## src/ppr_pkg.sv

```systemverilog
// Shared constants and the arctangent table for the planar point rotator.
// No dependencies; every other file refers to this package by scoped name.
package ppr_pkg;

  // Extra fraction bits carried by the working coordinates.
  localparam int GUARD_BITS = 16;
  // Width of the input binary angle, 65536 counts per turn.
  localparam int ANGLE_BITS = 16;
  // Width of the working angle, 2^32 counts per turn.
  localparam int Z_BITS = 32;
  // Number of entries in the arctangent table.
  localparam int ATAN_LEN = 24;
  // Index width into the arctangent table.
  localparam int ATAN_IDX_BITS = 5;
  // Width of the gain constant as a signed value.
  localparam int GAIN_BITS = 31;
  // CORDIC gain compensation, 1/prod(sqrt(1+2^-2i)) in Q30.
  localparam logic signed [GAIN_BITS-1:0] GAIN_Q30 = 31'sd652032875;
  // Fraction bits of the gain constant.
  localparam int GAIN_FRAC = 30;

  // Quadrant codes, taken from the top two angle bits.
  localparam logic [1:0] QUAD_POS_LOW  = 2'b00;
  localparam logic [1:0] QUAD_POS_HIGH = 2'b01;
  localparam logic [1:0] QUAD_NEG_HIGH = 2'b10;
  localparam logic [1:0] QUAD_NEG_LOW  = 2'b11;

  // atan(2^-i) as a fraction of a full turn, scaled by 2^32.
  function automatic logic signed [Z_BITS-1:0] atan_lut(input logic [ATAN_IDX_BITS-1:0] idx);
    logic signed [Z_BITS-1:0] val;
    case (idx)
      5'd0:    val = 32'sd536870912;
      5'd1:    val = 32'sd316933406;
      5'd2:    val = 32'sd167458907;
      5'd3:    val = 32'sd85004756;
      5'd4:    val = 32'sd42667331;
      5'd5:    val = 32'sd21354465;
      5'd6:    val = 32'sd10679838;
      5'd7:    val = 32'sd5340245;
      5'd8:    val = 32'sd2670163;
      5'd9:    val = 32'sd1335087;
      5'd10:   val = 32'sd667544;
      5'd11:   val = 32'sd333772;
      5'd12:   val = 32'sd166886;
      5'd13:   val = 32'sd83443;
      5'd14:   val = 32'sd41722;
      5'd15:   val = 32'sd20861;
      5'd16:   val = 32'sd10430;
      5'd17:   val = 32'sd5215;
      5'd18:   val = 32'sd2608;
      5'd19:   val = 32'sd1304;
      5'd20:   val = 32'sd652;
      5'd21:   val = 32'sd326;
      5'd22:   val = 32'sd163;
      5'd23:   val = 32'sd81;
      default: val = '0;
    endcase
    return val;
  endfunction

endpackage

```

## src/ppr_cordic_stage.sv

```systemverilog
// One CORDIC micro-rotation in rotation mode, with its own pipeline register.
// Depends on ppr_pkg for the arctangent table and the working widths.
module ppr_cordic_stage #(
  parameter int COORD_WIDTH = 16,
  parameter int STEP_IDX    = 0
) (
  input  logic                                  clk,
  input  logic                                  rst_n,
  input  logic                                  in_valid,
  output logic                                  in_ready,
  input  logic signed [COORD_WIDTH+ppr_pkg::GUARD_BITS+1:0] in_x,
  input  logic signed [COORD_WIDTH+ppr_pkg::GUARD_BITS+1:0] in_y,
  input  logic signed [ppr_pkg::Z_BITS-1:0]     in_z,
  output logic                                  out_valid,
  input  logic                                  out_ready,
  output logic signed [COORD_WIDTH+ppr_pkg::GUARD_BITS+1:0] out_x,
  output logic signed [COORD_WIDTH+ppr_pkg::GUARD_BITS+1:0] out_y,
  output logic signed [ppr_pkg::Z_BITS-1:0]     out_z
);

  localparam int W = COORD_WIDTH + ppr_pkg::GUARD_BITS + 2;
  localparam logic signed [ppr_pkg::Z_BITS-1:0] ATAN =
    ppr_pkg::atan_lut(ppr_pkg::ATAN_IDX_BITS'(STEP_IDX));

  logic                              valid_r;
  logic signed [W-1:0]               x_r, y_r, x_nxt, y_nxt;
  logic signed [ppr_pkg::Z_BITS-1:0] z_r, z_nxt;
  logic signed [W-1:0]               dx, dy;

  assign in_ready = !valid_r || out_ready;

  // Turn towards zero residual angle; the shifts round toward minus infinity.
  always_comb begin
    dx = in_y >>> STEP_IDX;
    dy = in_x >>> STEP_IDX;
    if (!in_z[ppr_pkg::Z_BITS-1]) begin
      x_nxt = in_x - dx;
      y_nxt = in_y + dy;
      z_nxt = in_z - ATAN;
    end else begin
      x_nxt = in_x + dx;
      y_nxt = in_y - dy;
      z_nxt = in_z + ATAN;
    end
  end

  always_ff @(posedge clk) begin
    if (!rst_n) begin
      valid_r <= 1'b0;
    end else if (in_ready) begin
      valid_r <= in_valid;
    end
  end

  always_ff @(posedge clk) begin
    if (in_valid && in_ready) begin
      x_r <= x_nxt;
      y_r <= y_nxt;
      z_r <= z_nxt;
    end
  end

  assign out_valid = valid_r;
  assign out_x     = x_r;
  assign out_y     = y_r;
  assign out_z     = z_r;

endmodule

```

## config.mk

```make
export PLATFORM = sky130hd
export DESIGN_NAME = ppr_cordic_stage
export DESIGN_NICKNAME = d
export VERILOG_FILES = /design/src/ppr_pkg.sv /design/src/ppr_cordic_stage.sv
export SDC_FILE = /design/constraint.sdc
export NUM_CORES = 1
export LEC_CHECK = 0
export ABC_AREA = 1
export BUFFER_PORTS_ARGS = -buffer_cell sky130_fd_sc_hd__buf_4
export CORE_MARGIN = 3
export CORE_UTILIZATION = 45
export DETAILED_ROUTE_END_ITERATION = 10
export GPL_ROUTABILITY_DRIVEN = 0
export PLACE_DENSITY = 0.64
export SYNTH_ARGS = -nofsm -noshare
export SYNTH_HDL_FRONTEND = slang
export SYNTH_SLANG_ARGS = --single-unit
export TNS_END_PERCENT = 100
```

## constraint.sdc

```tcl
create_clock -name clk -period 9.7 [get_ports clk]
set_input_delay 1.94 -clock clk [delete_from_list [all_inputs] [get_ports clk]]
set_output_delay 1.94 -clock clk [all_outputs]
set_load 0.01 [all_outputs]
```

# Word level (Yosys, flattened, before mapping)

Cells that the tools add are included.

Output and inout bits: 102
Register bits: 101
Logic and storage cells: 15
Input port bits: 104

Multiplexer cells: 3
$add $sub $neg: 5
Reduce and logical (&&, ||, !) cells: 3

Operators with widths:

| operator               | number |
|---|---|
| $mux 34                | 2 |
| $sub 34x34->34         | 2 |
| $add 34x34->34         | 1 |
| $add 32x31->32 const B | 1 |
| $mux 32                | 1 |
| $sub 32x31->32 const B | 1 |
| $logic_and 1x1->1      | 1 |
| $logic_not 1->1        | 1 |
| $logic_or 1x1->1       | 1 |

# Longest topological paths before layout

Depth in word-level cells: 3
Depth in mapped cells: 18
Mapped depth without buffers: 17

# Worst setup path after synthesis

OpenSTA, ideal clock, no wires.

Path type: input port to flip-flop
From: input port in_valid
To: register x_r[10] (netlist: out_x[10]) (enable)
Setup time: 589 ps
Data required time: 9111 ps
Arrival time: 6756 ps
Path buffers: 0
Path slack: 2355 ps
Cell stages on the path: 2
Path through: inv_1 -> a21oi_1

Word-level cells in the longest chain between the ends: 1

RTL lines:

| element                | RTL line               | source |
|---|---|---|
| start: declaration     | ppr_cordic_stage.sv:9  | `input logic in_valid,` |
| $logic_and 1x1->1      | ppr_cordic_stage.sv:56 | `if (in_valid && in_ready) begin` |
| end signal: assignment | ppr_cordic_stage.sv:57 | `x_r <= x_nxt;` |
| end: declaration       | ppr_cordic_stage.sv:26 | `logic signed [W-1:0] x_r, y_r, x_nxt, y_nxt;` |

No other way between the ends.
A chain may end at the register's enable or synchronous reset.

# Final worst setup path

From: input port out_ready
To: output port in_ready

Word-level cells in the longest chain between the ends: 1

RTL lines:

| element            | RTL line               | source |
|---|---|---|
| start: declaration | ppr_cordic_stage.sv:15 | `input logic out_ready,` |
| $logic_or 1x1->1   | ppr_cordic_stage.sv:30 | `assign in_ready = !valid_r \|\| out_ready;` |
| end: declaration   | ppr_cordic_stage.sv:10 | `output logic in_ready,` |

No other way between the ends.

==> summary.txt <==
Synthesis
  – Post-synthesis net count: approximately 1700
  – Yosys warning total: 0
  – Yosys reg bits: 100
  – Post-synth EDFFs: 99
  – Average cell area after synthesis: between 7 and 8 sq um
  – Cell count after synthesis: 1469
  – Post-Synthesis Cell Area: 10310 sq um
  – Dominant synthesized flop cell: edfxtp_1
  – Count of distinct cell types in the synthesized netlist: 48
  – Share of synthesized flip-flops with an asynchronous set or reset: 0%
  – Register area share after synthesis: roughly 29%

Timing
  – Setup repair after global routing missed its margin: false
  – Transition time at the pin with the least slew margin: 1150 ps
  – Final total negative setup slack: 0 ps
  – Number of setup violations in the final report: 0
  – Final Hold Vio Count: 0
  – Shortest period the worst path allows: 4307 ps
  – Part of the cycle the worst path needs: 44.40%
  – Skew final: 18.41 ps
  – Fin Hold WS: 559.4 ps
  – Max-slew violation total from the final report: 0
  – Maximum frequency from static timing analysis: 232.2 MHz
  – Slew HR: 23.14%

Pwr
  – Final Total Pwr: 1.545 mW
  – Max IR drop VDD: just under 0.08 mV
  – Lkg Pwr: approximately 6.0 nW
  – Power per unit of standard cell area: between 100 and 150 nW/um^2

Finish
  – Total number of nets in the final design: 1849
  – Commonest non-fill, non-tap cells in the layout: nand2_1 (369), buf_4 (207), inv_1 (189), nand3_1 (140), a21oi_1 (121)
  – Fraction of final layout cells sized beyond drive strength 1: 19.14%
  – Growth of design area from synthesis to finish: 18.55%
  – Final Cell Area: 12220 sq um
  – Most common cell after layout, fill and taps aside: nand2_1
  – Total inserted antenna cells: 0
  – Layout fillers: between 2000 and 2500
  – Final instance count without filler cells: 1926

Worst setup path
  – Slowest-stage cell, CP: buf_4
  – Element type at the critical path start: input pin
  – Most frequent cell on the critical path: buf_4
  – CP delay by family, top: buffers and inverters
  – Sort of element at the end of the critical path: output port
  – Critical path data required time: 7760 ps
  – Delay contributed by the slowest stage of the critical path: 150 ps
  – Critical path arrival: about 2400 ps
  – WS Path Type: in -> out
  – Critical path fanouts, max: 2
  – WP buf/inv: 3
  – Worst-path cell chain: buf_4 -> inv_1 -> nand2_1 -> buf_4

Clock network
  – Post_cts resized: 0
  – Clock tree from TritonCTS: built
  – Inserted Clock Buffers: 9
  – Master cell of the clock root buffer: clkbuf_16
  – Hold-fix buffers at CTS: 0
  – Buffers from clock root to sink, at most: 2
  – Count of clock tree sinks: 100
  – H-tree level count: 3
  – Post-CTS setup-driven buffer insertion count: 0
  – Clock Pin Slew Worst Setup and Hold Paths: 70 ps
  – Insertion delay of the later-clocked pin in the worst-skew pair: 370 ps

Route
  – Count of nets left with antenna violations after detail routing: 0
  – Total Routed Length: 32970 um
  – Vias: between 10000 and 15000
  – Routed length on met2: ~14000 um
  – Router iterations before antenna repair: 6
  – Via-per-instance ratio: 5.509
  – Amount of wire on met3 after detailed routing: ~3600 um
  – DRT iter0 DRCs: 910
  – Met1 wire length: 15000 um
  – Routed len/inst: around 17 um
  – Top Layer Used: met4
  – Post-detailed-route DRC marker count: 0

Run
  – Number of violations of the max-capacitance limit: 0

Die
  – Core Area: roughly 22000 sq um
  – Number of rows created at floorplan: 54
  – Chip Width: 157.4 um
  – DIE HEIGHT: between 150 and 200 um
  – Die area: 24760 sq um
  – IO Count: 206
  – Starting density of the core: 46.52%

GRT
  – Grt ovf: 0
  – Number of antenna violations at the first check in global routing: 0
  – Global-route wire length before repair: 49110 um
  – Total global routing track utilization: 25.61%
  – Number of global-route vias before repair: 9436
  – Largest net degree at the start of global routing: 71

Status
  – Result of the run: finished, final reports clean

Placed design
  – Placement-stage cell area: roughly 12000 sq um
  – DP Wirelength: 27280 um
  – Port Buffer Count: 205
  – Total instance count after detailed placement: 1910

Min path
  – Hold crit path type: reg -> reg
worst min-delay path, stage by stage (launching register included):
cell	delay (ps)
dfxtp_1	350
nand2_1	90
a21boi_0	70
final timing paths:
check | to | start | depth (start not counted) | slack [ps]
setup / recovery | in_ready | out_ready | 4 | 5390
hold / removal | out_valid | out_valid | 2 | 560
setup reg to reg | out_y[1] | out_valid | 2 | 7220
hold reg to reg | out_valid | out_valid | 2 | 560
registers in the layout, indices dropped and copies added, names as in the netlist:
signal     cells
out_x         33
out_valid      1
out_z         32
out_y         34
kinds of logic after synthesis:
family / count (synthesis) / share of synthesized area (%)
simple gates: 700 / 29.59
flops: 100 / 29.03
mux: 1 / 0.09710
compound gates: 289 / 15.98
xor+xnor: 21 / 1.784
buf+inv: 254 / 10.60
fa+ha+maj: 104 / 12.91
per-stage QoR:
stage	util (%)	setup slack, ps
floorplan	-	2355
CTS	55.14	5394
finish	55.14	5393
global route	55.14	5350
detailed placement	53.77	5395
global placement	53.77	5398
per-layer routing:
metal | global-route usage [%] | vias to the layer above
met5 | 0 | -
met4 | 6.157 | 0
met3 | 5.307 | 35
met2 | 38.45 | 543
met1 | 37.77 | 4853
li1 | - | 5180
report_power, final:
group	switching, mW	total (mW)	internal [mW]	leakage [nW]
combinational	0.401	0.620	0.219	4.85
clock	0.175	0.380	0.205	0.150
sequential	0.0126	0.546	0.533	0.970
total	0.589	1.55	0.956	5.97
cell type report:
cell class                      instances  area (sq um)  area share [%]
Tap cell                              280         350.3           2.867
Multi-Input combinational cell       1115          6235           51.02
Sequential cell                       100          2993           24.49
Timing Repair Buffer                  207          1554           12.72
Clock inverter                          7         80.08          0.6553
Inverter                              208         783.3           6.409
Clock buffer                            9         225.2           1.843
Yosys cell counts (4+ instances only):
library cell	number	area share [%]
nand2_1	369	13
inv_1	189	6.9
nand3_1	140	6.8
a21oi_1	122	5.9
nor2_1	116	4.2
ha_1	100	12
edfxtp_1	99	29
o21ai_0	83	4.0
buf_4	22	1.6
xor2_1	20	1.7
nand2_2	18	1.1
inv_2	17	0.62
o21ai_1	15	0.73
buf_2	13	0.63
nor2_2	13	0.79
o21bai_1	12	0.87
nor3_1	11	0.53
a21oi_2	10	0.85
a21o_1	9	0.66
nand4_1	9	0.55
o22ai_1	9	0.55
o21ai_2	8	0.68
o211ai_1	7	0.51
clkbuf_1	6	0.22
buf_6	5	0.55
nand3_2	5	0.49
nor3_2	5	0.49
fa_1	4	0.78
or2_2	4	0.24
Power figures use the tool's default switching activity.
