$ cat config.mk
export PLATFORM = sky130hd
export DESIGN_NAME = ppr_round
export DESIGN_NICKNAME = d
export VERILOG_FILES = /design/src/ppr_pkg.sv /design/src/ppr_round.sv
export SDC_FILE = /design/constraint.sdc
export NUM_CORES = 1
export LEC_CHECK = 0
export BUFFER_PORTS_ARGS = -buffer_cell sky130_fd_sc_hd__buf_2
export CAP_MARGIN = 40
export CORE_UTILIZATION = 40
export DETAILED_ROUTE_END_ITERATION = 7
export PLACE_DENSITY_LB_ADDON = 0.3
export SLEW_MARGIN = 10
export SYNTH_ARGS = -nofsm -noshare
export SYNTH_HDL_FRONTEND = slang
export SYNTH_SLANG_ARGS = --single-unit
$ cat constraint.sdc
create_clock -name clk -period 1.99 [get_ports clk]
set_clock_uncertainty 0.2 [all_clocks]
set_input_delay 0.0995 -clock clk [delete_from_list [all_inputs] [get_ports clk]]
set_output_delay 0.0995 -clock clk [all_outputs]
set_load 0.05 [all_outputs]
$ cat src/ppr_pkg.sv
// Shared constants and the arctangent table for the planar point rotator.
// No dependencies; every other file refers to this package by scoped name.
package ppr_pkg;

  // Extra fraction bits carried by the working coordinates.
  localparam int GUARD_BITS = 16;
  // Width of the input binary angle, 65536 counts per turn.
  localparam int ANGLE_BITS = 16;
  // Width of the working angle, 2^32 counts per turn.
  localparam int Z_BITS = 32;
  // Number of entries in the arctangent table.
  localparam int ATAN_LEN = 24;
  // Index width into the arctangent table.
  localparam int ATAN_IDX_BITS = 5;
  // Width of the gain constant as a signed value.
  localparam int GAIN_BITS = 31;
  // CORDIC gain compensation, 1/prod(sqrt(1+2^-2i)) in Q30.
  localparam logic signed [GAIN_BITS-1:0] GAIN_Q30 = 31'sd652032875;
  // Fraction bits of the gain constant.
  localparam int GAIN_FRAC = 30;

  // Quadrant codes, taken from the top two angle bits.
  localparam logic [1:0] QUAD_POS_LOW  = 2'b00;
  localparam logic [1:0] QUAD_POS_HIGH = 2'b01;
  localparam logic [1:0] QUAD_NEG_HIGH = 2'b10;
  localparam logic [1:0] QUAD_NEG_LOW  = 2'b11;

  // atan(2^-i) as a fraction of a full turn, scaled by 2^32.
  function automatic logic signed [Z_BITS-1:0] atan_lut(input logic [ATAN_IDX_BITS-1:0] idx);
    logic signed [Z_BITS-1:0] val;
    case (idx)
      5'd0:    val = 32'sd536870912;
      5'd1:    val = 32'sd316933406;
      5'd2:    val = 32'sd167458907;
      5'd3:    val = 32'sd85004756;
      5'd4:    val = 32'sd42667331;
      5'd5:    val = 32'sd21354465;
      5'd6:    val = 32'sd10679838;
      5'd7:    val = 32'sd5340245;
      5'd8:    val = 32'sd2670163;
      5'd9:    val = 32'sd1335087;
      5'd10:   val = 32'sd667544;
      5'd11:   val = 32'sd333772;
      5'd12:   val = 32'sd166886;
      5'd13:   val = 32'sd83443;
      5'd14:   val = 32'sd41722;
      5'd15:   val = 32'sd20861;
      5'd16:   val = 32'sd10430;
      5'd17:   val = 32'sd5215;
      5'd18:   val = 32'sd2608;
      5'd19:   val = 32'sd1304;
      5'd20:   val = 32'sd652;
      5'd21:   val = 32'sd326;
      5'd22:   val = 32'sd163;
      5'd23:   val = 32'sd81;
      default: val = '0;
    endcase
    return val;
  endfunction

endpackage

$ cat src/ppr_round.sv
// Output stage: rounds the working coordinates back to the input scaling.
// Depends on ppr_pkg for the guard bit count.
module ppr_round #(
  parameter int COORD_WIDTH = 16
) (
  input  logic                                  clk,
  input  logic                                  rst_n,
  input  logic                                  in_valid,
  output logic                                  in_ready,
  input  logic signed [COORD_WIDTH+ppr_pkg::GUARD_BITS+1:0] in_x,
  input  logic signed [COORD_WIDTH+ppr_pkg::GUARD_BITS+1:0] in_y,
  output logic                                  out_valid,
  input  logic                                  out_ready,
  output logic signed [COORD_WIDTH:0]           out_x,
  output logic signed [COORD_WIDTH:0]           out_y
);

  localparam int W = COORD_WIDTH + ppr_pkg::GUARD_BITS + 2;
  localparam int G = ppr_pkg::GUARD_BITS;

  logic                     valid_r;
  logic signed [COORD_WIDTH:0] x_r, y_r, x_nxt, y_nxt;
  logic signed [W-1:0]      sx, sy;

  assign in_ready = !valid_r || out_ready;

  // Round half up and drop the guard bits.
  always_comb begin
    sx    = (in_x + (W'(1) <<< (G - 1))) >>> G;
    sy    = (in_y + (W'(1) <<< (G - 1))) >>> G;
    x_nxt = sx[COORD_WIDTH:0];
    y_nxt = sy[COORD_WIDTH:0];
  end

  always_ff @(posedge clk) begin
    if (!rst_n) begin
      valid_r <= 1'b0;
    end else if (in_ready) begin
      valid_r <= in_valid;
    end
  end

  always_ff @(posedge clk) begin
    if (in_valid && in_ready) begin
      x_r <= x_nxt;
      y_r <= y_nxt;
    end
  end

  assign out_valid = valid_r;
  assign out_x     = x_r;
  assign out_y     = y_r;

endmodule

Word level (Yosys, flattened, before mapping):

Cells that the tools add are included.

* register bits after elaboration: 35
* latch bits: 0
* RAM bits: 0
* bits in read-only memories: 0
* bits of input ports: 72
* logic and storage cells: 8
* memories: 0

* add/subtract/negate cells: 2
* multipliers: 0
* divide/modulo/power cells: 0
* $lt $le $gt $ge: 0
* equal/unequal tests: 0
* shifts and indexed selects: 0
* multiplexer cells: 0
* bitwise logic cells: 0
* reductions and logical operators: 3

Operator list (number)
* adder 33 x 17 -> 33 bit, second input constant: 2
* logical AND 1 bit: 1
* zero test 1 bit: 1
* logical OR 1 bit: 1

Depth between registers and ports, before layout:

* depth in word-level cells: 3
* depth in mapped cells: 5
* gate-level depth less buffers: 5

Worst setup path after synthesis:

Ideal clock, no wire load.

* kind: reg2reg
* start point: reg valid_r (netlist: out_valid)
* end point: reg x_r[0] (netlist: out_x[0]) (enable)
* arrival: 1.884 ns
* data required time: 1.396 ns
* setup slack: -0.488 ns
* cell stages (with the launch flop): 3
* buffers on the path: 0
* period minus slack after synthesis: 2.478 ns
* cell sequence: dfxtp_1 > nand2b_1 > and2_1

* word-level cells in the longest chain between the ends: 3

RTL lines
* start: declaration: RTL line ppr_round.sv:21 `logic valid_r;`
* start signal: assignment: RTL line ppr_round.sv:39 `valid_r <= in_valid;`
* zero test 1 bit: RTL line ppr_round.sv:25 `assign in_ready = !valid_r || out_ready;`
* logical OR 1 bit: RTL line ppr_round.sv:25
* via in_ready: RTL line ppr_round.sv:9 `output logic in_ready,`
* logical AND 1 bit: RTL line ppr_round.sv:44 `if (in_valid && in_ready) begin`
* end signal: assignment: RTL line ppr_round.sv:45 `x_r <= x_nxt;`
* end: declaration: RTL line ppr_round.sv:22 `logic signed [COORD_WIDTH:0] x_r, y_r, x_nxt, y_nxt;`

The timed path passes the listed nets, and every way through them passes these cells.
A chain may end at the register's enable or synchronous reset.

Worst setup path after layout:

* start point: in in_x[16] (netlist name)
* end point: reg x_r[13] (netlist: out_x[13]) (data pin)

* word-level cells in the longest chain between the ends: 1

RTL lines
* start: declaration: RTL line ppr_round.sv:10 `input logic signed [COORD_WIDTH+ppr_pkg::GUARD_BITS+1:0] in_x,`
* adder 33 x 17 -> 33 bit: RTL line ppr_round.sv:29 `sx = (in_x + (W'(1) <<< (G - 1))) >>> G;`
* via sx[13]: RTL line ppr_round.sv:23 `logic signed [W-1:0] sx, sy;`

The timed path passes the listed nets, and every way through them passes these cells.

==> results by group <==
Run status
  – Status: complete, no violations

Detailed routing
  – DRC: 0
  – Pre-antenna DRT Iters: 4
  – Antenna viol nets, final: 0
  – Vias per std cell: 4.62
  – Routed wire length: 3.52 mm
  – Via count: 1345
  – Initial DRC count: 98
  – Detailed-route wire length per cell: 12.1 um

Run
  – Max-cap violations: 0

Timing
  – Slew Limit Fails: 0
  – Slew @ Worst Pin: 0.435 ns
  – Final setup margin: 0.163 ns
  – Max Fclk: 547 MHz
  – Hold Slack: 0.0233 ns
  – Worst slew margin: 0.710
  – Setup TNS: 0 ns
  – RSZ-0062 raised after global routing: false
  – Tcrit/Tclk final: 0.918
  – Final Hold Fails: 0
  – Minimum clock period: 1.83 ns
  – Endpoints failing setup: 0

Worst setup path
  – FF-to-FF path depth: 3
  – Kind of critical path: in2reg
  – End of the worst register-to-register path: out_valid$_SDFFE_PN0N_
  – Critical path required time: 1.82 ns
  – RR Startpoint: out_valid$_SDFFE_PN0N_
  – Worst reg-to-reg setup slack: 0.58 ns
  – Max Fanout on Critical Path: 5
  – Crit end category: flip-flop
  – Worst Setup Start Kind: input pin
  – WP data arrival: 1.65 ns

Yosys
  – Area of the mapped netlist: 1660 um^2
  – Synthesized instance count: 121
  – Synthesized net count: 195
  – Synth cell types: 18
  – Sequential cell area fraction in the yosys report: 0.628
  – Flops & latches, synth: 35
  – Synth Area per Inst: 13.7 um^2
  – Synth warn: 0

Power
  – Switching Share: 0.289
  – Clock power frac: 0.271
  – Peak VDD IR: 0.000332 V
  – Internal power: 1.25 mW
  – Pwr Total: 1.76 mW
  – Psw: 0.508 mW
  – Pwr dens: 689 nW/um^2
  – Combinational share of power: 0.231
  – Sequential fraction of design power: 0.498
  – P_leak: 1.07 nW

CTS
  – H-tree Lvls: 2
  – CTS sink cnt: 35
  – CTS tree: done
  – Clk_lat worst skew: 0.27 ns
  – CTS Buf Count: 5
  – Max clock buf depth: 2
  – Clock-pin transition on the worst setup and hold timing paths: 0.06 ns
  – Clk Tree Root Cell: clkbuf_8
  – Setup Buffers After CTS: 0

Worst hold path
  – Hold path depth: 2
  – Hold endpoint: out_y[2]$_DFFE_PP_
  – Hold crit path type: in2reg
  – HP Start: in_y[18]

Final layout
  – Final #Nets: 314
  – Area Growth Syn to Fin: 54.0%
  – Fin cells: 291
  – Antenna Diode Count: 0
  – Share of layout cells above drive strength 1: 0.369

Die
  – FP Rows: 23
  – DIE WIDTH: 66.4 um
  – Initial Utilization: 0.414
  – DIE HEIGHT: 66.4 um
  – Die area: 4410 um^2
  – Io pins: 108
  – Core box area: 4000 um^2

Placed design
  – Cells after DPL: 246
  – DP HPWL: 2.27 mm
  – Buffers on Ports: 75
  – GP Congestion: 0.686
  – Pre-CTS setup slack: 0.335 ns

Global routing
  – Largest net degree at the start of global routing: 35
  – Initial antenna violation count: 0
  – First-pass GRT wire length: 5.51 mm
  – Grt ovf: 0
  – Vias in the first global route: 1297
  – GRT Total Usage: 0.171
==> worst max-delay path: stages <==
cell           delay (ns)
dlygate4sd3_1        0.54
buf_2                0.13
ha_1                 0.17
nand3_1              0.17
nor2_2               0.25
nand4_1              0.14
xnor2_1              0.14
==> routing by layer <==
layer | vias up | track usage | part of all wire
met2 | 50 | 0.342 | 0.57
met3 | 2 | 0.0414 | 0.052
met1 | 618 | 0.163 | 0.37
li1 | 675 | - | -
met4 | 0 | 0.0638 | 0.0031
met5 | - | 0 | 0
==> flip-flops by register name (all words and copies together) (netlist names) <==
name       flops
out_x         17
out_valid      1
out_y         17
==> Yosys cell counts <==
library cell | number | area (um^2)
edfxtp_1 | 34 | 1020
nand4_1 | 6 | 37.5
nand3_2 | 1 | 10.0
and3_1 | 5 | 31.3
nor3_4 | 2 | 32.5
and4_4 | 2 | 22.5
nor2_1 | 8 | 30.0
ha_1 | 2 | 25.0
inv_1 | 2 | 7.51
nand4_4 | 1 | 21.3
dfxtp_1 | 1 | 20.0
nand2b_1 | 1 | 6.26
nand3_1 | 13 | 65.1
xnor2_1 | 21 | 184
nand2_1 | 9 | 33.8
a21boi_0 | 1 | 7.51
and2_1 | 1 | 6.26
xor2_1 | 11 | 96.3
==> worst max-delay path by stage <==
stage          slack [ns]              startpoint                   to
6_report             0.16                in_x[16]  out_x[13]$_DFFE_PP_
5_1_grt              0.06                in_x[16]  out_x[13]$_DFFE_PP_
4_1_cts               0.1                in_x[16]  out_x[13]$_DFFE_PP_
3_5_place_dp         0.34                in_x[15]  out_x[13]$_DFFE_PP_
3_3_place_gp         0.36                in_x[15]  out_x[13]$_DFFE_PP_
2_1_floorplan        0.03  out_valid$_SDFFE_PN0N_   out_x[0]$_DFFE_PP_
==> cells by family after synthesis <==
family,synth area share
compound gates,0.00453
simple gates,0.179
xor+xnor,0.169
buf+inv,0.00453
flops,0.628
fa+ha+maj,0.0151
==> through the flow <==
step | area [um^2] | utilization
5_1_grt | 2550 | 0.638
4_1_cts | 2550 | 0.637
3_3_place_gp | 2100 | 0.525
6_report | 2550 | 0.638
3_5_place_dp | 2100 | 0.525
2_1_floorplan | 1660 | -
==> area by class of cell <==
cell class	count	area (um^2)
Clock inverter	1	5.00
Sequential cell	35	1040
Multi-Input combinational cell	84	614
Timing Repair Buffer	112	746
Fill cell	327	1450
Inverter	2	7.51
Clock buffer	7	76.3
Tap cell	50	62.6
==> layout by cell type, fill, tap and decap left out <==
| cell | synthesis | routed |
|---|---|---|
| a21boi_0 | 1 | 1 |
| and2_4 | 0 | 1 |
| and3_1 | 5 | 5 |
| and4_4 | 2 | 2 |
| buf_2 | 0 | 75 |
| clkbuf_1 | 0 | 2 |
| clkbuf_8 | 0 | 5 |
| clkinv_2 | 0 | 1 |
| dfxtp_1 | 1 | 1 |
| dlygate4sd3_1 | 0 | 37 |
| edfxtp_1 | 34 | 34 |
| ha_1 | 2 | 2 |
| inv_1 | 2 | 2 |
| nand2_1 | 9 | 9 |
| nand2b_1 | 1 | 1 |
| nand3_1 | 13 | 13 |
| nand3_2 | 1 | 1 |
| nand4_1 | 6 | 6 |
| nand4_4 | 1 | 1 |
| nor2_1 | 8 | 7 |
| nor2_2 | 0 | 1 |
| nor3_4 | 2 | 2 |
| xnor2_1 | 21 | 21 |
| xor2_1 | 11 | 11 |
==> what timing repair did <==
item	4_1_cts	5_1_grt
hold buffers	37	0
gates resized for setup	0	1
setup endpoints to repair	0	3
endpoints found under the hold margin	34	0
==> power groups by stage <==
stage                     combinational, mW  clock, mW  sequential, mW
after global placement                0.344          0           0.890
after global routing                  0.431      0.521           0.880
after detailed placement              0.347          0           0.892
after floorplan                      0.0671          0            1.06
final                                 0.406      0.477           0.876
after CTS                             0.405      0.487           0.877
Power figures use the tool's default switching activity.
