<file path="src/ppr_pkg.sv">
// Shared constants and the arctangent table for the planar point rotator.
// No dependencies; every other file refers to this package by scoped name.
package ppr_pkg;

  // Extra fraction bits carried by the working coordinates.
  localparam int GUARD_BITS = 16;
  // Width of the input binary angle, 65536 counts per turn.
  localparam int ANGLE_BITS = 16;
  // Width of the working angle, 2^32 counts per turn.
  localparam int Z_BITS = 32;
  // Number of entries in the arctangent table.
  localparam int ATAN_LEN = 24;
  // Index width into the arctangent table.
  localparam int ATAN_IDX_BITS = 5;
  // Width of the gain constant as a signed value.
  localparam int GAIN_BITS = 31;
  // CORDIC gain compensation, 1/prod(sqrt(1+2^-2i)) in Q30.
  localparam logic signed [GAIN_BITS-1:0] GAIN_Q30 = 31'sd652032875;
  // Fraction bits of the gain constant.
  localparam int GAIN_FRAC = 30;

  // Quadrant codes, taken from the top two angle bits.
  localparam logic [1:0] QUAD_POS_LOW  = 2'b00;
  localparam logic [1:0] QUAD_POS_HIGH = 2'b01;
  localparam logic [1:0] QUAD_NEG_HIGH = 2'b10;
  localparam logic [1:0] QUAD_NEG_LOW  = 2'b11;

  // atan(2^-i) as a fraction of a full turn, scaled by 2^32.
  function automatic logic signed [Z_BITS-1:0] atan_lut(input logic [ATAN_IDX_BITS-1:0] idx);
    logic signed [Z_BITS-1:0] val;
    case (idx)
      5'd0:    val = 32'sd536870912;
      5'd1:    val = 32'sd316933406;
      5'd2:    val = 32'sd167458907;
      5'd3:    val = 32'sd85004756;
      5'd4:    val = 32'sd42667331;
      5'd5:    val = 32'sd21354465;
      5'd6:    val = 32'sd10679838;
      5'd7:    val = 32'sd5340245;
      5'd8:    val = 32'sd2670163;
      5'd9:    val = 32'sd1335087;
      5'd10:   val = 32'sd667544;
      5'd11:   val = 32'sd333772;
      5'd12:   val = 32'sd166886;
      5'd13:   val = 32'sd83443;
      5'd14:   val = 32'sd41722;
      5'd15:   val = 32'sd20861;
      5'd16:   val = 32'sd10430;
      5'd17:   val = 32'sd5215;
      5'd18:   val = 32'sd2608;
      5'd19:   val = 32'sd1304;
      5'd20:   val = 32'sd652;
      5'd21:   val = 32'sd326;
      5'd22:   val = 32'sd163;
      5'd23:   val = 32'sd81;
      default: val = '0;
    endcase
    return val;
  endfunction

endpackage

</file>
<file path="src/ppr_prerot.sv">
// Gain compensation multiply and quadrant pre-rotation, two register stages.
// Depends on ppr_pkg for the gain constant, guard bits and quadrant codes.
module ppr_prerot #(
  parameter int COORD_WIDTH = 16
) (
  input  logic                                  clk,
  input  logic                                  rst_n,
  input  logic                                  in_valid,
  output logic                                  in_ready,
  input  logic signed [COORD_WIDTH-1:0]         in_x,
  input  logic signed [COORD_WIDTH-1:0]         in_y,
  input  logic signed [ppr_pkg::ANGLE_BITS-1:0] in_angle,
  output logic                                  out_valid,
  input  logic                                  out_ready,
  output logic signed [COORD_WIDTH+ppr_pkg::GUARD_BITS+1:0] out_x,
  output logic signed [COORD_WIDTH+ppr_pkg::GUARD_BITS+1:0] out_y,
  output logic signed [ppr_pkg::Z_BITS-1:0]     out_z
);

  localparam int W  = COORD_WIDTH + ppr_pkg::GUARD_BITS + 2;
  localparam int PW = COORD_WIDTH + ppr_pkg::GAIN_BITS;
  localparam int SH = ppr_pkg::GAIN_FRAC - ppr_pkg::GUARD_BITS;
  localparam int AB = ppr_pkg::ANGLE_BITS;

  logic                        mul_valid_r;
  logic                        mul_ready;
  logic signed [PW-1:0]        px_r, py_r, px_nxt, py_nxt;
  logic signed [AB-1:0]        ang_r;
  logic                        fold_valid_r;
  logic signed [W-1:0]         x_r, y_r, x_nxt, y_nxt;
  logic signed [ppr_pkg::Z_BITS-1:0] z_r, z_nxt;
  logic signed [PW-1:0]        rx, ry;
  logic signed [W-1:0]         gx, gy;
  logic signed [AB-1:0]        ang_fold;

  // Stage handshakes: a stage takes data when empty or when it is being drained.
  assign mul_ready = !fold_valid_r || out_ready;
  assign in_ready  = !mul_valid_r || mul_ready;

  // Gain compensation products.
  assign px_nxt = PW'(in_x) * PW'(ppr_pkg::GAIN_Q30);
  assign py_nxt = PW'(in_y) * PW'(ppr_pkg::GAIN_Q30);

  always_ff @(posedge clk) begin
    if (!rst_n) begin
      mul_valid_r <= 1'b0;
    end else if (in_ready) begin
      mul_valid_r <= in_valid;
    end
  end

  always_ff @(posedge clk) begin
    if (in_valid && in_ready) begin
      px_r  <= px_nxt;
      py_r  <= py_nxt;
      ang_r <= in_angle;
    end
  end

  // Round half up down to the working scaling, then fold the quadrant.
  always_comb begin
    rx = (px_r + (PW'(1) <<< (SH - 1))) >>> SH;
    ry = (py_r + (PW'(1) <<< (SH - 1))) >>> SH;
    gx = W'(rx);
    gy = W'(ry);
    case (ang_r[AB-1:AB-2])
      ppr_pkg::QUAD_POS_HIGH: begin
        x_nxt    = -gy;
        y_nxt    = gx;
        ang_fold = ang_r - (AB'(1) <<< (AB - 2));
      end
      ppr_pkg::QUAD_NEG_HIGH: begin
        x_nxt    = gy;
        y_nxt    = -gx;
        ang_fold = ang_r + (AB'(1) <<< (AB - 2));
      end
      default: begin
        x_nxt    = gx;
        y_nxt    = gy;
        ang_fold = ang_r;
      end
    endcase
    z_nxt = {ang_fold, {(ppr_pkg::Z_BITS - AB){1'b0}}};
  end

  always_ff @(posedge clk) begin
    if (!rst_n) begin
      fold_valid_r <= 1'b0;
    end else if (mul_ready) begin
      fold_valid_r <= mul_valid_r;
    end
  end

  always_ff @(posedge clk) begin
    if (mul_valid_r && mul_ready) begin
      x_r <= x_nxt;
      y_r <= y_nxt;
      z_r <= z_nxt;
    end
  end

  assign out_valid = fold_valid_r;
  assign out_x     = x_r;
  assign out_y     = y_r;
  assign out_z     = z_r;

  // An accepted transfer always lands in the multiply stage on the next edge.
  a_accept_fills: assert property (@(posedge clk) disable iff (!rst_n)
    in_valid && in_ready |=> mul_valid_r)
    else $error("accepted transfer did not reach the multiply stage");

endmodule

</file>
<file path="config.mk">
export PLATFORM = sky130hd
export DESIGN_NAME = ppr_prerot
export DESIGN_NICKNAME = d
export VERILOG_FILES = /design/src/ppr_pkg.sv /design/src/ppr_prerot.sv
export SDC_FILE = /design/constraint.sdc
export NUM_CORES = 1
export LEC_CHECK = 0
export ABC_AREA = 1
export BUFFER_PORTS_ARGS = -buffer_cell sky130_fd_sc_hd__buf_4
export CAP_MARGIN = 20
export CORE_MARGIN = 4
export CORE_UTILIZATION = 54
export CTS_CLUSTER_DIAMETER = 150
export DETAILED_ROUTE_END_ITERATION = 8
export PLACE_DENSITY = 0.76
export SYNTH_ARGS = -nofsm -noshare
export SYNTH_HDL_FRONTEND = slang
export SYNTH_SLANG_ARGS = --single-unit
</file>
<file path="constraint.sdc">
create_clock -name clk -period 7.6 [get_ports clk]
set_input_delay 1.52 -clock clk [delete_from_list [all_inputs] [get_ports clk]]
set_output_delay 1.52 -clock clk [all_outputs]
set_load 0.1 [all_outputs]
</file>
# == Word level (Yosys, flattened, before mapping) ==
# Index checks and enable logic that the tools add are counted.
# word_totals
regBits,196
latchBits,0
mem_bits_rw,0
romBits,0
input_bits,52
output_inout_bits,102
wordCells,27
memories,0
# op_classes
add_sub_neg,6
mul,2
n_div,0
magnitude_cmp,0
n_eq_ne,2
shift,0
mux,3
n_bitwise,0
n_reduce_logical,6
# ops
operator,n
one-hot mux 34 bit (2 select lines),2
"adder 47 x 15 -> 47 bit, second input constant",2
"multiplier 16 x 31 -> 47 bit, second input constant",2
negation 33 -> 34 bit,2
one-hot mux 16 bit (2 select lines),1
"adder 16 bit, second input constant",1
"subtractor 16 bit, second input constant",1
"== test 2 x 1 -> 1 bit, second input constant",1
"== test 2 bit, second input constant",1
logical AND 1 bit,2
zero test 1 bit,2
logical OR 1 bit,2

# == Longest topological paths before layout ==
# logic_depth
word_depth,4
ltp_mapped,26
mapped_depth_nobuf,26

# == Worst setup path before layout ==
# OpenSTA, ideal clock, no wires.
# synth_timing
path_kind,input-to-reg
start,in in_y[4]
end,"reg py_r[38], data pin"
setup_ns,0.259
arrival_time_ns,6.215
required_time_ns,7.341
setup_slack_ns,1.126
stages,23
path_buffers,0
cell_sequence,fa_1 > inv_1 > fa_1 > inv_1 > fa_1 > inv_1 > fa_1 > inv_1 > fa_1 > inv_1 > fa_1 > inv_1 > ha_1 > nand2_1 > nor2_1 > inv_1 > nor3_1 > and3_1 > a21oi_1 > o21ai_0 > nand2_1 > nand2_1 > xor2_1
# synth_between
elab_chain_len,1
# synth_lines
item,line,text
"start, declared",ppr_prerot.sv:11,"input logic signed [COORD_WIDTH-1:0] in_y,"
multiplier 16 x 31 -> 47 bit,ppr_prerot.sv:42,assign py_nxt = PW'(in_y) * PW'(ppr_pkg::GAIN_Q30);
net py_nxt[38],ppr_prerot.sv:27,"logic signed [PW-1:0] px_r, py_r, px_nxt, py_nxt;"
"end signal, assigned",ppr_prerot.sv:55,py_r <= py_nxt;
"end, declared",ppr_prerot.sv:27,
# The timed path passes the listed nets, and every way through them passes these cells.
# A chain may end at the register's enable or synchronous reset.

# == Worst setup path after layout ==
# layout_timing
start,in in_y[5]
end,"reg py_r[36], data pin"
# Same word-level chain as after synthesis.

==> impl_results.md <==
- Status: completed
- Clock Skews: 0.00976 ns
- Synth Area in Adders: 40.4%
- First-pass GRT wire length: 126000 um
- Initial antenna violation count: 0
- Vias in the first global route: 23272
- Clk slew on worst S/H paths: 0.07 ns
- Area of the multi-input gates: 0.0206 mm2
- Later-pin clock latency in the skew report: 0.45 ns
- Initial Util: 54.8%
- Routed Antenna Nets: 0
- Global Route Usage Sum: 28.0%
- Area grow syn2layout: 8.05%
- Main combinational cell family by area after synthesis: adder cells
- Sequential area share after synthesis: 17.6%
- Hpwl dp: 69400 um
- Clock Tree Root: clkbuf_16
- Core ar.: 0.0529 mm2
- Post-Syn Instances: 3582
- Max-cap violations: 0
- Wire per inst: 18.0 um
- Place WS: 0.427 ns
- Worst rel slew slack: 33.3%
- Vias post-DR: 24043
- Mux cell area share after synthesis: 0%
- CTS resizes: 0
- Post-route setup TNS: 0 ns
- CP Max Fanout: 6
- Number of setup buffers added after CTS: 0
- Post-synthesis register bit count: 170
- Post-layout net count: 4479
- Placer Congestion: 1.06
- Sequential Area: 0.00508 mm2
- Ys Warns: 0
- Residual DRC: 0
- Cell variety after synth: 51
- Mean Syn Cell Area: 8.09 um2
- Fillers: 4698
- Main synth FF type: edfxtp_1
- Post-layout min period: 6.77 ns
- Largest net degree at the start of global routing: 99
- CTS Buf Count: 17
- CP required: 7.79 ns
- Antenna Cells: 0
- Simple-gate share of the synthesized area: 20.5%
- Congestion Overflow GR: 0
- Placement row count: 84
- Die width: 240 um
- Maximum buffer depth of the clock tree: 2
- Final setup vio count: 0
- Post-synth ARST share: 0%
- IO Count: 154
- Post-synth EDFFs: 168
- Fin crit share: 89.0%
- Post-Syn Area: 0.0290 mm2
- Fin. Hold Viols: 0
- Vias per cell: 5.44
- Unrepaired setup endpoints after global routing: no
- DR iter-0 viols: 2273
- CP Capture Type: flop
- Fmax: 148 MHz
- Xor and xnor area share after synthesis: 2.17%
- Clk sink count: 170
- Critical Path AT: 6.96 ns
- WS Path Type: primary input to flop
- Final Max Tran Viols: 0
- Total wire length: 79700 um
- CTS Hold Bufs: 0
- Startpoint Class: primary input
- Least-Margin Pin Slew: 1.00 ns
- Die H: 240 um
- Compound-gate portion of the synthesized area: 7.80%
- Pre-antenna DRT Iters: 6
- Input/output buffers: 137
- Final WS setup: 0.834 ns
- Share of cells above drive strength 1: 8.07%
- # H-tree levels: 4
- Die area: 0.0574 mm2
- Hold/Removal Path Class: flop to flop
- CTS tree: yes
==> layout by cell type, fill, tap and decap left out, drive strengths merged, types with 7 or more instances in the layout <==
master | Yosys | final
a21o | 11 | 11
a21oi | 156 | 156
a31oi | 34 | 34
buf | 26 | 144
clkbuf | 19 | 17
clkinv | 1 | 7
conb | 1 | 16
edfxtp | 168 | 168
fa | 372 | 372
ha | 340 | 340
inv | 828 | 834
nand2 | 714 | 714
nand3 | 171 | 171
nand4 | 33 | 33
nor2 | 392 | 392
nor3 | 22 | 22
nor4 | 9 | 9
o21a | 13 | 13
o21ai | 137 | 137
o21bai | 15 | 15
xnor2 | 26 | 26
xor2 | 45 | 45
==> worst paths after layout <==
check | from | endpoint | slack, ns | depth (start not counted)
max | in_y[5] | py_r[36] | 0.83 | 23
min | ang_r[7] | out_z[23] | 0.42 | 0
max reg2reg | px_r[13] | out_y[32] | 4.45 | 14
min reg2reg | ang_r[7] | out_z[23] | 0.42 | 0
==> state kept, by name (all words and copies together) (netlist names) <==
signal and count:
mul_valid_r 1, ang_r 16, out_valid 1, out_z 16, px_r 34, out_x 34
out_y 34, py_r 34
==> Yosys cell counts (15+ instances only) <==
cell / number / area, um2
a21oi_1: 156 / 781
a31oi_1: 34 / 213
buf_4: 16 / 120
clkbuf_1: 19 / 71.3
edfxtp_1: 168 / 5040
fa_1: 372 / 7450
ha_1: 340 / 4250
inv_1: 818 / 3070
nand2_1: 670 / 2510
nand2_2: 38 / 238
nand3_1: 161 / 806
nand4_1: 33 / 206
nor2_1: 338 / 1270
nor2_2: 31 / 194
nor2_4: 18 / 203
nor3_1: 22 / 110
o21ai_0: 126 / 631
o21bai_1: 15 / 113
xnor2_1: 26 / 228
xor2_1: 44 / 385
==> worst max-delay path, cell delays in order <==
cell     delay [ns]
buf_4          0.13
inv_1          0.09
ha_1           0.36
inv_1          0.14
fa_1           0.59
inv_1          0.10
fa_1           0.51
fa_1           0.55
inv_1          0.05
fa_1           0.47
inv_1          0.05
fa_1           0.47
inv_1          0.04
ha_1           0.37
nand2_1        0.19
nor2_1         0.19
nand2_1        0.07
o21ai_0        0.35
nand3_1        0.12
nand2_1        0.14
a21oi_1        0.12
o21ai_0        0.25
xor2_1         0.10
==> through the flow <==
stage	cells	utilization, %	hold WS [ns]	instance area (um2)
floorplan	3597	-	0.400	29000
global placement	4384	58.1	0.401	30700
detailed placement	4384	58.1	0.405	30700
CTS	4416	59.2	0.420	31300
global route	4416	59.2	0.424	31300
finish	4416	59.2	0.419	31300
==> cell families (layout without fill, tap and decap cells) <==
kind of cell               Yosys count  count (layout)
AOI/OAI and AO/OA                  402             402
xor gates and xnor gates            71              71
adders and majority gates          712             712
buffers and inverters              874            1005
DFF                                170             170
other                                1              16
and+or+nand+nor                   1352            1352
==> per-layer routing <==
metal | wire length, um | vias to the layer above | part of all wire (%) | GRT usage, %
li1 | - | 11490 | - | -
met1 | 34100 | 11297 | 43 | 38.7
met2 | 36300 | 1062 | 46 | 44.9
met3 | 5550 | 194 | 7.0 | 3.62
met4 | 3740 | 0 | 4.7 | 11.5
met5 | 0 | - | 0 | 0
==> cell type report <==
type,count,share of cell area [%]
tap,688,2.75
inverter,829,9.94
clock buffer,17,1.36
sequential,170,16.2
clock inverter,15,0.444
multi-input combinational,2553,65.8
timing repair buffer,144,3.45
Power is left out: the tool's default activity adds up to more than one toggle a clock period on the data nets, which glitch-free logic cannot reach.
